`src/rtl/slid_pkg.sv`:
```
// ----------------------------------------------------------------------------
// slid_pkg: shared types and constants for the sorted list
// Capacity, count widths, request kinds, status codes and the control word
// that the top level broadcasts to every cell of the list.
// ----------------------------------------------------------------------------
package slid_pkg;

  localparam int CAPACITY = 16;
  localparam int CNT_W    = $clog2(CAPACITY + 1);
  localparam int VAL_W    = 7;

  // request kinds
  localparam logic [1:0] KIND_INSERT = 2'd0;
  localparam logic [1:0] KIND_DELETE = 2'd1;
  localparam logic [1:0] KIND_READ   = 2'd2;

  // result status codes
  localparam logic [1:0] ST_DONE   = 2'd0;
  localparam logic [1:0] ST_FULL   = 2'd1;
  localparam logic [1:0] ST_BEYOND = 2'd2;

  // control word seen by every cell
  typedef struct packed {
    logic             ins;
    logic             del;
    logic [VAL_W-1:0] val;
    logic [CNT_W-1:0] fill;
  } cell_ctrl_t;

endpackage

```
`src/rtl/slid_cell.sv`:
```
// ----------------------------------------------------------------------------
// slid_cell: one slot of the sorted list
// Holds one entry, compares it against the broadcast value and takes its own
// next value from itself, the left neighbor, the right neighbor or the value.
// ----------------------------------------------------------------------------
module slid_cell (
  input  logic                      clk_i,
  input  slid_pkg::cell_ctrl_t      ctrl_i,
  input  logic [slid_pkg::CNT_W-1:0] idx_i,
  input  logic [slid_pkg::VAL_W-1:0] left_entry_i,
  input  logic                      left_gt_i,
  input  logic [slid_pkg::VAL_W-1:0] right_entry_i,
  output logic [slid_pkg::VAL_W-1:0] entry_o,
  output logic                      gt_o,
  output logic                      eq_o
);
  import slid_pkg::*;

  logic [VAL_W-1:0] entry_q, entry_d;
  logic             valid;
  logic             at_end;
  logic             ge;

  // slot occupancy and compares against the broadcast value
  assign valid  = idx_i < ctrl_i.fill;
  assign at_end = idx_i == ctrl_i.fill;
  assign gt_o   = valid && (entry_q > ctrl_i.val);
  assign ge     = valid && (entry_q >= ctrl_i.val);
  assign eq_o   = valid && (entry_q == ctrl_i.val);
  assign entry_o = entry_q;

  // insert shifts right past larger entries, delete closes one gap
  always_comb begin
    entry_d = entry_q;
    if (ctrl_i.ins) begin
      if (left_gt_i) begin
        entry_d = left_entry_i;
      end else if (gt_o || at_end) begin
        entry_d = ctrl_i.val;
      end
    end else if (ctrl_i.del && ge) begin
      entry_d = right_entry_i;
    end
  end

  always_ff @(posedge clk_i) begin
    entry_q <= entry_d;
  end

endmodule

```
`src/rtl/sorted_list_insert_delete.sv`:
```
// ----------------------------------------------------------------------------
// sorted_list_insert_delete: bounded ascending list of 7-bit values
// Insert, delete-all-equal and read-by-position on a row of list cells.
// ----------------------------------------------------------------------------
// The list is a row of CAPACITY cells, each holding one entry and passing it
// to a neighbor when the list opens or closes a gap. An insert or a read
// has its result in the output register in the cycle after it is taken; a
// delete closes one gap per cycle until no equal entry is left, and no new
// request is taken meanwhile. Results sit in an output register; a new
// request is taken only once that register is empty or its result leaves
// in the same cycle.
// ----------------------------------------------------------------------------
module sorted_list_insert_delete (
  input  logic       clk_i,
  input  logic       rst_ni,
  input  logic       in_valid_i,
  output logic       in_ready_o,
  input  logic [1:0] kind_i,
  input  logic [6:0] value_i,
  input  logic [3:0] position_i,
  output logic       out_valid_o,
  input  logic       out_ready_i,
  output logic [1:0] status_o,
  output logic [4:0] entry_count_o,
  output logic [4:0] removed_count_o,
  output logic [6:0] read_value_o
);
  import slid_pkg::*;

  typedef enum logic {
    S_IDLE,
    S_DEL
  } state_e;

  state_e           state_q, state_d;
  logic [CNT_W-1:0] fill_q, fill_d;
  logic [CNT_W-1:0] rem_q, rem_d;
  logic [VAL_W-1:0] del_v_q, del_v_d;
  logic             out_valid_q, out_valid_d;
  logic [1:0]       status_q, status_d;
  logic [4:0]       entry_count_q, entry_count_d;
  logic [4:0]       removed_count_q, removed_count_d;
  logic [6:0]       read_value_q, read_value_d;

  cell_ctrl_t       ctrl;
  logic [VAL_W-1:0] entry [CAPACITY];
  logic [CAPACITY-1:0] gt;
  logic [CAPACITY-1:0] eq;

  logic             acc;
  logic             any_match;
  logic             full;
  logic             out_load;
  logic [CNT_W+4:0] pos_ext;
  logic [CNT_W+4:0] fill_ext;
  logic [CNT_W+4:0] cnt_ext;
  logic [CNT_W+4:0] rem_ext;
  logic [VAL_W-1:0] rd_val;

  // request handshake
  assign in_ready_o = (state_q == S_IDLE) && (!out_valid_q || out_ready_i);
  assign acc        = in_valid_i && in_ready_o;
  assign any_match  = |eq;
  assign full       = fill_q == CNT_W'(CAPACITY);

  // control word broadcast to the cells
  always_comb begin
    ctrl.val  = (state_q == S_IDLE) ? value_i : del_v_q;
    ctrl.fill = fill_q;
    ctrl.ins  = acc && (kind_i == KIND_INSERT) && !full;
    ctrl.del  = any_match && ((acc && (kind_i == KIND_DELETE)) || (state_q == S_DEL));
  end

  // row of list cells
  for (genvar k = 0; k < CAPACITY; k++) begin : g_cell
    logic [VAL_W-1:0] left_e;
    logic             left_g;
    logic [VAL_W-1:0] right_e;
    if (k == 0) begin : g_first
      assign left_e = '0;
      assign left_g = 1'b0;
    end else begin : g_mid
      assign left_e = entry[k-1];
      assign left_g = gt[k-1];
    end
    if (k == CAPACITY - 1) begin : g_last
      assign right_e = '0;
    end else begin : g_body
      assign right_e = entry[k+1];
    end
    slid_cell u_cell (
      .clk_i         (clk_i),
      .ctrl_i        (ctrl),
      .idx_i         (CNT_W'(k)),
      .left_entry_i  (left_e),
      .left_gt_i     (left_g),
      .right_entry_i (right_e),
      .entry_o       (entry[k]),
      .gt_o          (gt[k]),
      .eq_o          (eq[k])
    );
  end

  // read port: select the entry at the requested position
  assign pos_ext  = {{(CNT_W + 1){1'b0}}, position_i};
  assign fill_ext = {5'b0, fill_q};
  always_comb begin
    rd_val = '0;
    for (int k = 0; k < CAPACITY; k++) begin
      if (pos_ext == (CNT_W + 5)'(k)) begin
        rd_val = entry[k];
      end
    end
  end

  // next state, counts and result
  always_comb begin
    state_d         = state_q;
    fill_d          = fill_q;
    rem_d           = rem_q;
    del_v_d         = del_v_q;
    out_load        = 1'b0;
    status_d        = status_q;
    removed_count_d = removed_count_q;
    read_value_d    = read_value_q;

    if (ctrl.ins) begin
      fill_d = fill_q + 1'b1;
    end else if (ctrl.del) begin
      fill_d = fill_q - 1'b1;
    end

    if (acc) begin
      del_v_d = value_i;
      rem_d   = '0;
    end
    if (ctrl.del) begin
      rem_d = ((state_q == S_IDLE) ? '0 : rem_q) + 1'b1;
    end
    rem_ext = {5'b0, rem_q};

    status_d        = ST_DONE;
    removed_count_d = '0;
    read_value_d    = '0;
    case (state_q)
      S_IDLE: begin
        if (acc) begin
          if ((kind_i == KIND_DELETE) && any_match) begin
            state_d = S_DEL;
          end else begin
            out_load = 1'b1;
            if ((kind_i == KIND_INSERT) && full) begin
              status_d = ST_FULL;
            end else if (kind_i == KIND_READ) begin
              if (pos_ext < fill_ext) begin
                read_value_d = rd_val;
              end else begin
                status_d = ST_BEYOND;
              end
            end
          end
        end
      end
      S_DEL: begin
        if (!any_match) begin
          out_load        = 1'b1;
          removed_count_d = rem_ext[4:0];
          state_d         = S_IDLE;
        end
      end
      default: begin
        state_d = S_IDLE;
      end
    endcase

    cnt_ext       = {5'b0, fill_d};
    entry_count_d = cnt_ext[4:0];

    if (out_load) begin
      out_valid_d = 1'b1;
    end else if (out_ready_i) begin
      out_valid_d = 1'b0;
    end else begin
      out_valid_d = out_valid_q;
    end
  end

  // state, counts and result register
  always_ff @(posedge clk_i or negedge rst_ni) begin
    if (!rst_ni) begin
      state_q     <= S_IDLE;
      fill_q      <= '0;
      rem_q       <= '0;
      out_valid_q <= 1'b0;
    end else begin
      state_q     <= state_d;
      fill_q      <= fill_d;
      rem_q       <= rem_d;
      out_valid_q <= out_valid_d;
    end
  end

  // request value and result payload
  always_ff @(posedge clk_i) begin
    del_v_q <= del_v_d;
    if (out_load) begin
      status_q        <= status_d;
      entry_count_q   <= entry_count_d;
      removed_count_q <= removed_count_d;
      read_value_q    <= read_value_d;
    end
  end

  assign out_valid_o     = out_valid_q;
  assign status_o        = status_q;
  assign entry_count_o   = entry_count_q;
  assign removed_count_o = removed_count_q;
  assign read_value_o    = read_value_q;

endmodule

```
`config.mk`:
```
export PLATFORM = sky130hd
export DESIGN_NAME = sorted_list_insert_delete
export DESIGN_NICKNAME = d
export VERILOG_FILES = /design/src/rtl/slid_pkg.sv /design/src/rtl/slid_cell.sv /design/src/rtl/sorted_list_insert_delete.sv
export SDC_FILE = /design/constraint.sdc
export NUM_CORES = 1
export LEC_CHECK = 0
export CAP_MARGIN = 10
export CORE_ASPECT_RATIO = 0.75
export CORE_MARGIN = 2
export CORE_UTILIZATION = 65
export DETAILED_ROUTE_END_ITERATION = 6
export DONT_BUFFER_PORTS = 1
export PLACE_DENSITY = 0.81
export SLEW_MARGIN = 40
export SYNTH_ARGS = -nofsm -noshare
export SYNTH_HDL_FRONTEND = slang
export SYNTH_SLANG_ARGS = --single-unit
```
`constraint.sdc`:
```
create_clock -name clk_i -period 10.8 [get_ports clk_i]
set_clock_uncertainty 0.1 [all_clocks]
set_input_delay 0.54 -clock clk_i [delete_from_list [all_inputs] [get_ports clk_i]]
set_output_delay 0.54 -clock clk_i [all_outputs]
set_load 0.01 [all_outputs]
```
==> reports/qor.txt, run 1 <==
Share of synthesized flip-flops with an asynchronous set or reset = 8.00%
Initial antenna violation count = 0
Total grt overflow = 0
Final period util = 52.8%
Clock latency on the worst-skew pair = 0.45 ns
Maximum level of the CTS H-tree = 4
Area occupied by registers = 4450 um2
Share of total power in sequential cells = 39.6%
Footprint of the multi-input gates = 6850 um2
Power per cell area = 159 nW/um2
Die X-Extent = 159 um
Top cell type by total area after synthesis = sky130_fd_sc_hd__edfxtp_1
Leakage power = 5.20 nW
Worst-case setup slack after placement = 5.54 ns
Worst-path fanout max = 23
Total detailed-routing wirelength = 36000 um
Core Footprint = 17600 um2
CTS clock-pin slew for the worst setup and hold paths = 0.07 ns
# resized after CTS = 0
Final setup violation count = 0
Slew HR = 40.0%
Number of cells on the worst reg-to-reg path = 10
Post-layout min period = 5.71 ns
FF+latch count, synth = 150
Data required time of the critical path = 10.77 ns
Wire length of the first global-routing pass = 55700 um
Startpoint kind of the worst setup timing path = register
Maximum Capacitance Violations = 0
Number of setup buffers added after CTS = 0
Number of DRC violations after detailed routing = 0
Number of nets in the synthesized netlist = 1338
Sort of element at the end of the critical path = register
Worst reg2reg endpoint = read_value_o[2]
Synthesized area divided by synthesized cell count = 9.74 um2
Total of fill cells in the finished design = 1323
Transition time at the pin with the least slew margin = 0.899 ns
Worst reg-to-reg setup slack = 5.09 ns
Initial DRT Pass Iterations = 6
Peak ir drop on the vdd network = 78.5 uV
Final hold violations = 0
Hpwl dp = 25300 um
IO buf count = 0
DRC marker count from the first detailed-route iteration = 1542
Final Max Slew Viols = 0
Antenna diode instance count = 0
Via count of the first global-routing pass = 9357
Ranking of synthesized cells by area = sky130_fd_sc_hd__edfxtp_1 (35%), sky130_fd_sc_hd__ha_1 (13%), sky130_fd_sc_hd__mux2i_1 (9.9%)
Hold Path Sink = del_v_q[0]
Starting Density = 66.4%
Std cell rows = 42
Final estimated routing congestion in global placement = 1.00
Number of synthesized flops with an enable pin = 138
Largest net degree at the start of global routing = 127
CTS Buffer Depth = 2
CP arrival = 5.68 ns
RSZ-0062 raised after global routing = no
Worst Hold Class = input pin to register
Number of vias per cell after detailed routing = 7.04
Cell Int Power = 1.25 mW
Residual antenna-violating net count after detailed routing = 0
Number of vias in the routed layout = 9984
Fraction of layout cells with a size suffix above 1 = 7.31%
Worst Hold Launch = value_i[0]
Final critical-path setup slack = 5.09 ns
Sequential element share of the synthesized area = 38.0%
Total Routing Usage GR = 38.7%
Top achievable clock speed = 175 MHz
Share of the synthesized area in the top cell type = 35.5%
Most used flip-flop cell after synthesis = sky130_fd_sc_hd__edfxtp_1
Area growth syn-to-layout = 6.77%
Chip Height = 120 um
Combinational Power Share = 29.3%
Post-Syn Instances = 1200
CTS tree = built
Crit path kind = register to register
Cell area after synthesis = 11700 um2
Number of warnings printed during yosys synthesis = 0
Run status = finished, final reports clean
WHS = 0.0826 ns
Wire length per cell after detailed routing = 25.4 um
Sw power = 736 uW
Distinct cells, synth = 68
Sinks on Clock Net = 150
TritonCTS buffer count = 17
Clock share of power = 31.1%
Worst Hold Depth = 0
Area of the die = 19100 um2
Boundary pin count = 38
Hold buffer count at cts = 1
Net switching share of the total power = 37.1%
Post-route setup TNS = 0 ns
Source of the worst register-to-register timing path = state_q
Number of nets in the final layout = 1301
Clock root cell = sky130_fd_sc_hd__clkbuf_16
-- cell usage in the layout (no fill, tap or decap), drive strengths merged, types with 3 or more instances in the layout --
| cell type | netlist | routed |
|---|---|---|
| o21ai | 139 | 139 |
| edfxtp | 138 | 138 |
| nand2 | 138 | 138 |
| ha | 121 | 121 |
| mux2i | 115 | 115 |
| nor2 | 65 | 65 |
| a21oi | 49 | 49 |
| inv | 39 | 48 |
| o21a | 30 | 30 |
| nand3 | 27 | 27 |
| nor2b | 26 | 26 |
| nand4 | 21 | 21 |
| clkbuf | 53 | 18 |
| nor3 | 17 | 17 |
| mux2 | 16 | 16 |
| o211ai | 15 | 15 |
| buf | 18 | 14 |
| a2111oi | 13 | 13 |
| a211oi | 12 | 12 |
| dfrtp | 12 | 12 |
| and3 | 11 | 11 |
| o22ai | 11 | 11 |
| o32ai | 11 | 11 |
| nand2b | 9 | 9 |
| or3 | 9 | 9 |
| o221ai | 9 | 9 |
| a21o | 6 | 6 |
| and2 | 6 | 6 |
| o2bb2ai | 5 | 5 |
| a31oi | 5 | 5 |
| o211a | 5 | 5 |
| o21bai | 4 | 4 |
| a311oi | 4 | 4 |
| a22oi | 4 | 4 |
| mux4 | 4 | 4 |
| o311ai | 3 | 3 |
| xnor2 | 3 | 3 |
| o311a | 3 | 3 |
| o2111ai | 3 | 3 |
-- sequential cells by signal, indices dropped and copies added (netlist names) --
register,flops
del_v_q,7
entry_count_o,5
fill_q,5
g_cell.u_cell.entry_o,112
out_valid_o,1
read_value_o,7
rem_q,5
removed_count_o,5
state_q,1
status_o,2
-- metal layers --
metal	global-route usage, %	vias to the layer above	routed length, um
li1	-	4490	-
met1	55.9	4708	15000
met2	55.9	705	15000
met3	11.2	81	4980
met4	12.6	0	1060
met5	0	-	0
-- Yosys cell counts, drive strengths merged, types with 12 or more instances --
| cell type | instances |
|---|---|
| mux2 | 16 |
| o21ai | 139 |
| edfxtp | 138 |
| buf | 18 |
| dfrtp | 12 |
| clkbuf | 53 |
| nand4 | 21 |
| nand2 | 138 |
| mux2i | 115 |
| ha | 121 |
| nor2b | 26 |
| o21a | 30 |
| nand3 | 27 |
| a2111oi | 13 |
| nor2 | 65 |
| a21oi | 49 |
| nor3 | 17 |
| o211ai | 15 |
| a211oi | 12 |
| inv | 39 |
-- cells by family (layout without fill, tap and decap cells) --
kind of cell	Yosys count	after routing	share of synthesized area (%)
mux	135	135	12.2
xor+xnor	5	5	0.375
buf+inv	110	86	3.84
fa+ha+maj	121	121	13.0
flops	150	150	38.0
compound gates	343	343	19.0
simple gates	336	336	13.6
-- power by group through the flow --
stage                     Sequential, mW  Combinational [mW]  Clock [mW]
after global placement             0.790               0.539           0
after floorplan                    0.735               0.458           0
after detailed placement           0.790               0.555           0
after CTS                          0.779               0.560       0.618
final                              0.785               0.581       0.617
after global routing               0.789               0.629       0.638
-- worst max path at each step --
stage	startpoint	to	slack [ns]	cells after the start
after floorplan	state_q	entry_count_o[0]	6.82	12
after global placement	state_q	read_value_o[0]	5.76	10
after detailed placement	state_q	read_value_o[1]	5.54	10
after CTS	state_q	read_value_o[2]	5.53	10
after global routing	state_q	read_value_o[3]	4.87	10
final	state_q	read_value_o[2]	5.09	10
-- stage by stage --
| stage | util [%] | total power [mW] | cells | instance area [um2] |
|---|---|---|---|---|
| after floorplan | - | 1.19 | 1200 | 11700 |
| after global placement | 67.0 | 1.33 | 1383 | 11800 |
| after detailed placement | 67.4 | 1.35 | 1385 | 11900 |
| after CTS | 70.8 | 1.96 | 1418 | 12500 |
| after global routing | 70.9 | 2.06 | 1418 | 12500 |
| final | 70.9 | 1.98 | 1418 | 12500 |
-- critical path, stage by stage, from the launching register on --
cell and delay (ns):
sky130_fd_sc_hd__dfrtp_1 0.76, sky130_fd_sc_hd__mux2_2 0.61, sky130_fd_sc_hd__clkinv_1 0.84, sky130_fd_sc_hd__ha_1 0.61
sky130_fd_sc_hd__nand4_1 0.10, sky130_fd_sc_hd__nor2_1 0.11, sky130_fd_sc_hd__a2111oi_2 0.43, sky130_fd_sc_hd__nand4_2 0.22
sky130_fd_sc_hd__o21ai_4 0.69, sky130_fd_sc_hd__nand2_1 0.23, sky130_fd_sc_hd__nand2_1 0.61
-- area by class of cell --
class | instances | area share, %
multi-input cells | 940 | 54.9
flip-flops and latches | 150 | 35.6
clock buffers | 18 | 3.52
well taps | 242 | 2.43
clock inverters | 14 | 1.23
inverters | 39 | 1.17
repair buffers | 15 | 1.11
Power figures use the tool's default switching activity.
==> run 2: changes to the inputs <==
- CORE_UTILIZATION: 65 -> 59
- PLACE_DENSITY: 0.81 -> 0.78
- clock period: 10.8 -> 4.6 ns (I/O delays scaled with it)
==> run 2 against run 1 <==
Flip-flop and latch count stayed put. Hold slack got worse by 0.057 ns. Non-clock buffer count is 35 higher. Wire length up 7.7%. Maximum frequency is 30% higher. Critical path type unchanged. Sequential power grew 130%. Critical endpoint is now read_value_o[6]. Final area rose by 2.7%. Largest cell class unchanged.
==> reports/qor.txt, run 2 (synthesis results as in run 1) <==
Run status = finished, final reports clean (unchanged)
Final hold violations = 0 (unchanged)
Final period util = 95.3% (was 52.8%)
Initial DRT Pass Iterations = 6 (unchanged)
Number of flip-flops under the largest register name = 112 (unchanged)
Share of total power in sequential cells = 38.8% (was 39.6%)
Top achievable clock speed = 228 MHz (was 175 MHz)
Number of nets in the final layout = 1336 (was 1301)
Core Footprint = 19400 um2 (was 17600 um2)
Final Max Slew Viols = 0 (unchanged)
Transition time at the pin with the least slew margin = 0.807 ns (was 0.899 ns)
Std cell rows = 44 (was 42)
Total Routing Usage GR = 37.2% (was 38.7%)
Peak ir drop on the vdd network = 314 uV (was 78.5 uV)
Most common library cell in the layout ignoring fill and taps = sky130_fd_sc_hd__edfxtp_1 (unchanged)
DRC marker count from the first detailed-route iteration = 1360 (was 1542)
Final Total Pwr = 4.75 mW (was 1.98 mW)
Maximum level of the CTS H-tree = 4 (unchanged)
Number of vias per cell after detailed routing = 7.06 (was 7.04)
Total grt overflow = 0 (unchanged)
Slew HR = 46.2% (was 40.0%)
Worst-path fanout max = 19 (was 23)
Most used cells in the layout excluding fill and tap cells = sky130_fd_sc_hd__edfxtp_1 (138), sky130_fd_sc_hd__nand2_1 (137), sky130_fd_sc_hd__o21ai_0 (133) (unchanged)
Sort of element at the end of the critical path = register (unchanged)
Wire length per cell after detailed routing = 26.5 um (was 25.4 um)
Largest net degree at the start of global routing = 63 (was 127)
Fraction of layout cells with a size suffix above 1 = 8.92% (was 7.31%)
Worst reg-to-reg setup slack = 0.22 ns (was 5.09 ns)
# resized after CTS = 0 (unchanged)
Cell Int Power = 3.00 mW (was 1.25 mW)
TritonCTS buffer count = 17 (unchanged)
Worst reg2reg endpoint = read_value_o[6] (was read_value_o[2])
Boundary pin count = 38 (unchanged)
Post-layout min period = 4.38 ns (was 5.71 ns)
Number of vias in the routed layout = 10.3k (was 9984)
Startpoint kind of the worst setup timing path = register (unchanged)
Capturing instance or port of the critical path = read_value_o[6] (was read_value_o[2])
Origin of the worst setup path = state_q (unchanged)
Clock latency on the worst-skew pair = 0.45 ns (about the same)
Net switching share of the total power = 37.0% (was 37.1%)
Sinks on Clock Net = 150 (unchanged)
Chip Height = 126 um (was 120 um)
CTS tree = built (unchanged)
Antenna diode instance count = 0 (unchanged)
Share of the core filled with cells = 66.1% (was 70.9%)
Starting Density = 60.3% (was 66.4%)
CTS clock-pin slew for the worst setup and hold paths = 0.07 ns (about the same)
Source of the worst register-to-register timing path = state_q (unchanged)
Area of the die = 21000 um2 (was 19100 um2)
Final estimated routing congestion in global placement = 1.02 (was 1.00)
Maximum Capacitance Violations = 0 (unchanged)
Power per cell area = 371 nW/um2 (was 159 nW/um2)
Clock root cell = sky130_fd_sc_hd__clkbuf_16 (unchanged)
CP arrival = 4.35 ns (was 5.68 ns)
RSZ-0062 raised after global routing = no (unchanged)
Residual antenna-violating net count after detailed routing = 0 (unchanged)
Via count of the first global-routing pass = 9910 (was 9357)
Crit path kind = register to register (unchanged)
Number of DRC violations after detailed routing = 0 (unchanged)
Data required time of the critical path = 4.57 ns (was 10.77 ns)
IO buf count = 0 (unchanged)
Total of fill cells in the finished design = 1568 (was 1323)
CTS Buffer Depth = 2 (unchanged)
Wire length of the first global-routing pass = 59000 um (was 55700 um)
Die X-Extent = 166 um (was 159 um)
Initial antenna violation count = 1 (was 0)
Number of setup buffers added after CTS = 0 (unchanged)
Sw power = 1.76 mW (was 736 uW)
Total detailed-routing wirelength = 38800 um (was 36000 um)
Leakage power = 5.38 nW (was 5.20 nW)
Post-route setup TNS = 0 ns (unchanged)
Number of cells on the worst reg-to-reg path = 11 (was 10)
Combinational Power Share = 30.2% (was 29.3%)
Worst Hold Class = input pin to register (unchanged)
Final setup violation count = 0 (unchanged)
Area growth syn-to-layout = 9.61% (was 6.77%)
Hpwl dp = 27000 um (was 25300 um)
Clock share of power = 31.0% (was 31.1%)
[run 2: cell count changes in the layout (fill, tap and decap cells not counted), sizes merged]
| cell | before | now |
|---|---|---|
| clkinv | 2 | 3 |
| clkinvlp | 2 | 1 |
| dlygate4sd3 | 1 | 14 |
| bufinv | 1 | 2 |
| buf | 14 | 36 |
| clkbuf | 18 | 17 |
[run 2: worst min path at each step]
stage,cells past startpoint,from,to
after global placement,0,rst_ni,out_valid_o
after CTS,2,kind_i[0],status_o[1]
after floorplan,0,rst_ni,fill_q[0]
after global routing,2,kind_i[0],status_o[1]
final,2,kind_i[0],status_o[1]
after detailed placement,0,rst_ni,fill_q[2]
[run 2: power groups by stage]
stage	Combinational [mW]	Clock [mW]	Sequential (mW)
floorplan	1.08	0	1.73
global placement	1.31	0	1.86
detailed placement	1.36	0	1.86
CTS	1.38	1.49	1.83
global route	1.54	1.54	1.85
finish	1.43	1.48	1.84
[run 2: what timing repair did]
item / 4_1_cts / 5_1_grt
hold buffers: 14 / 0
endpoints found under the hold margin: 24 / 0
endpoints found under the setup margin: 0 / 0
[run 2: stage by stage]
| step | instance area (um2) | hold WS (ns) | setup slack [ns] | std cells |
|---|---|---|---|---|
| 3_3_place_gp | 12000 | -0.165 | 0.552 | 1417 |
| 2_1_floorplan | 11700 | -0.166 | 0.619 | 1200 |
| 6_report | 12800 | 0.0257 | 0.216 | 1464 |
| 4_1_cts | 12800 | 0.0261 | 0.329 | 1464 |
| 3_5_place_dp | 12000 | -0.165 | 0.375 | 1418 |
| 5_1_grt | 12800 | 0.0366 | 0.0338 | 1464 |
[run 2: critical path, cell delays in order (launching register included)]
cell,delay (ns)
sky130_fd_sc_hd__dfrtp_1,0.61
sky130_fd_sc_hd__mux2_2,0.41
sky130_fd_sc_hd__inv_1,0.08
sky130_fd_sc_hd__buf_4,0.33
sky130_fd_sc_hd__ha_1,0.31
sky130_fd_sc_hd__nand4_1,0.13
sky130_fd_sc_hd__nor3_1,0.09
sky130_fd_sc_hd__a2111oi_2,0.37
sky130_fd_sc_hd__nand4_2,0.23
sky130_fd_sc_hd__o21ai_4,0.52
sky130_fd_sc_hd__nand2_1,0.19
sky130_fd_sc_hd__nand2_1,0.61
[run 2: cell type report]
| class | instances | area, um2 | share of cell area, % |
|---|---|---|---|
| Clock buffer | 17 | 425 | 3.32 |
| Clock inverter | 15 | 184 | 1.44 |
| Inverter | 39 | 146 | 1.14 |
| Multi-Input combinational cell | 940 | 6860 | 53.5 |
| Sequential cell | 150 | 4440 | 34.7 |
| Tap cell | 253 | 317 | 2.47 |
| Timing Repair Buffer | 50 | 433 | 3.38 |
[run 2: layer usage]
layer  vias up  part of all wire, %  GRT usage, %
met1      4916                   41          52.7
met5         -                    0          1.14
met3       135                   13          11.2
li1       4572                    -             -
met4         0                  4.4          16.2
met2       708                   41          52.7
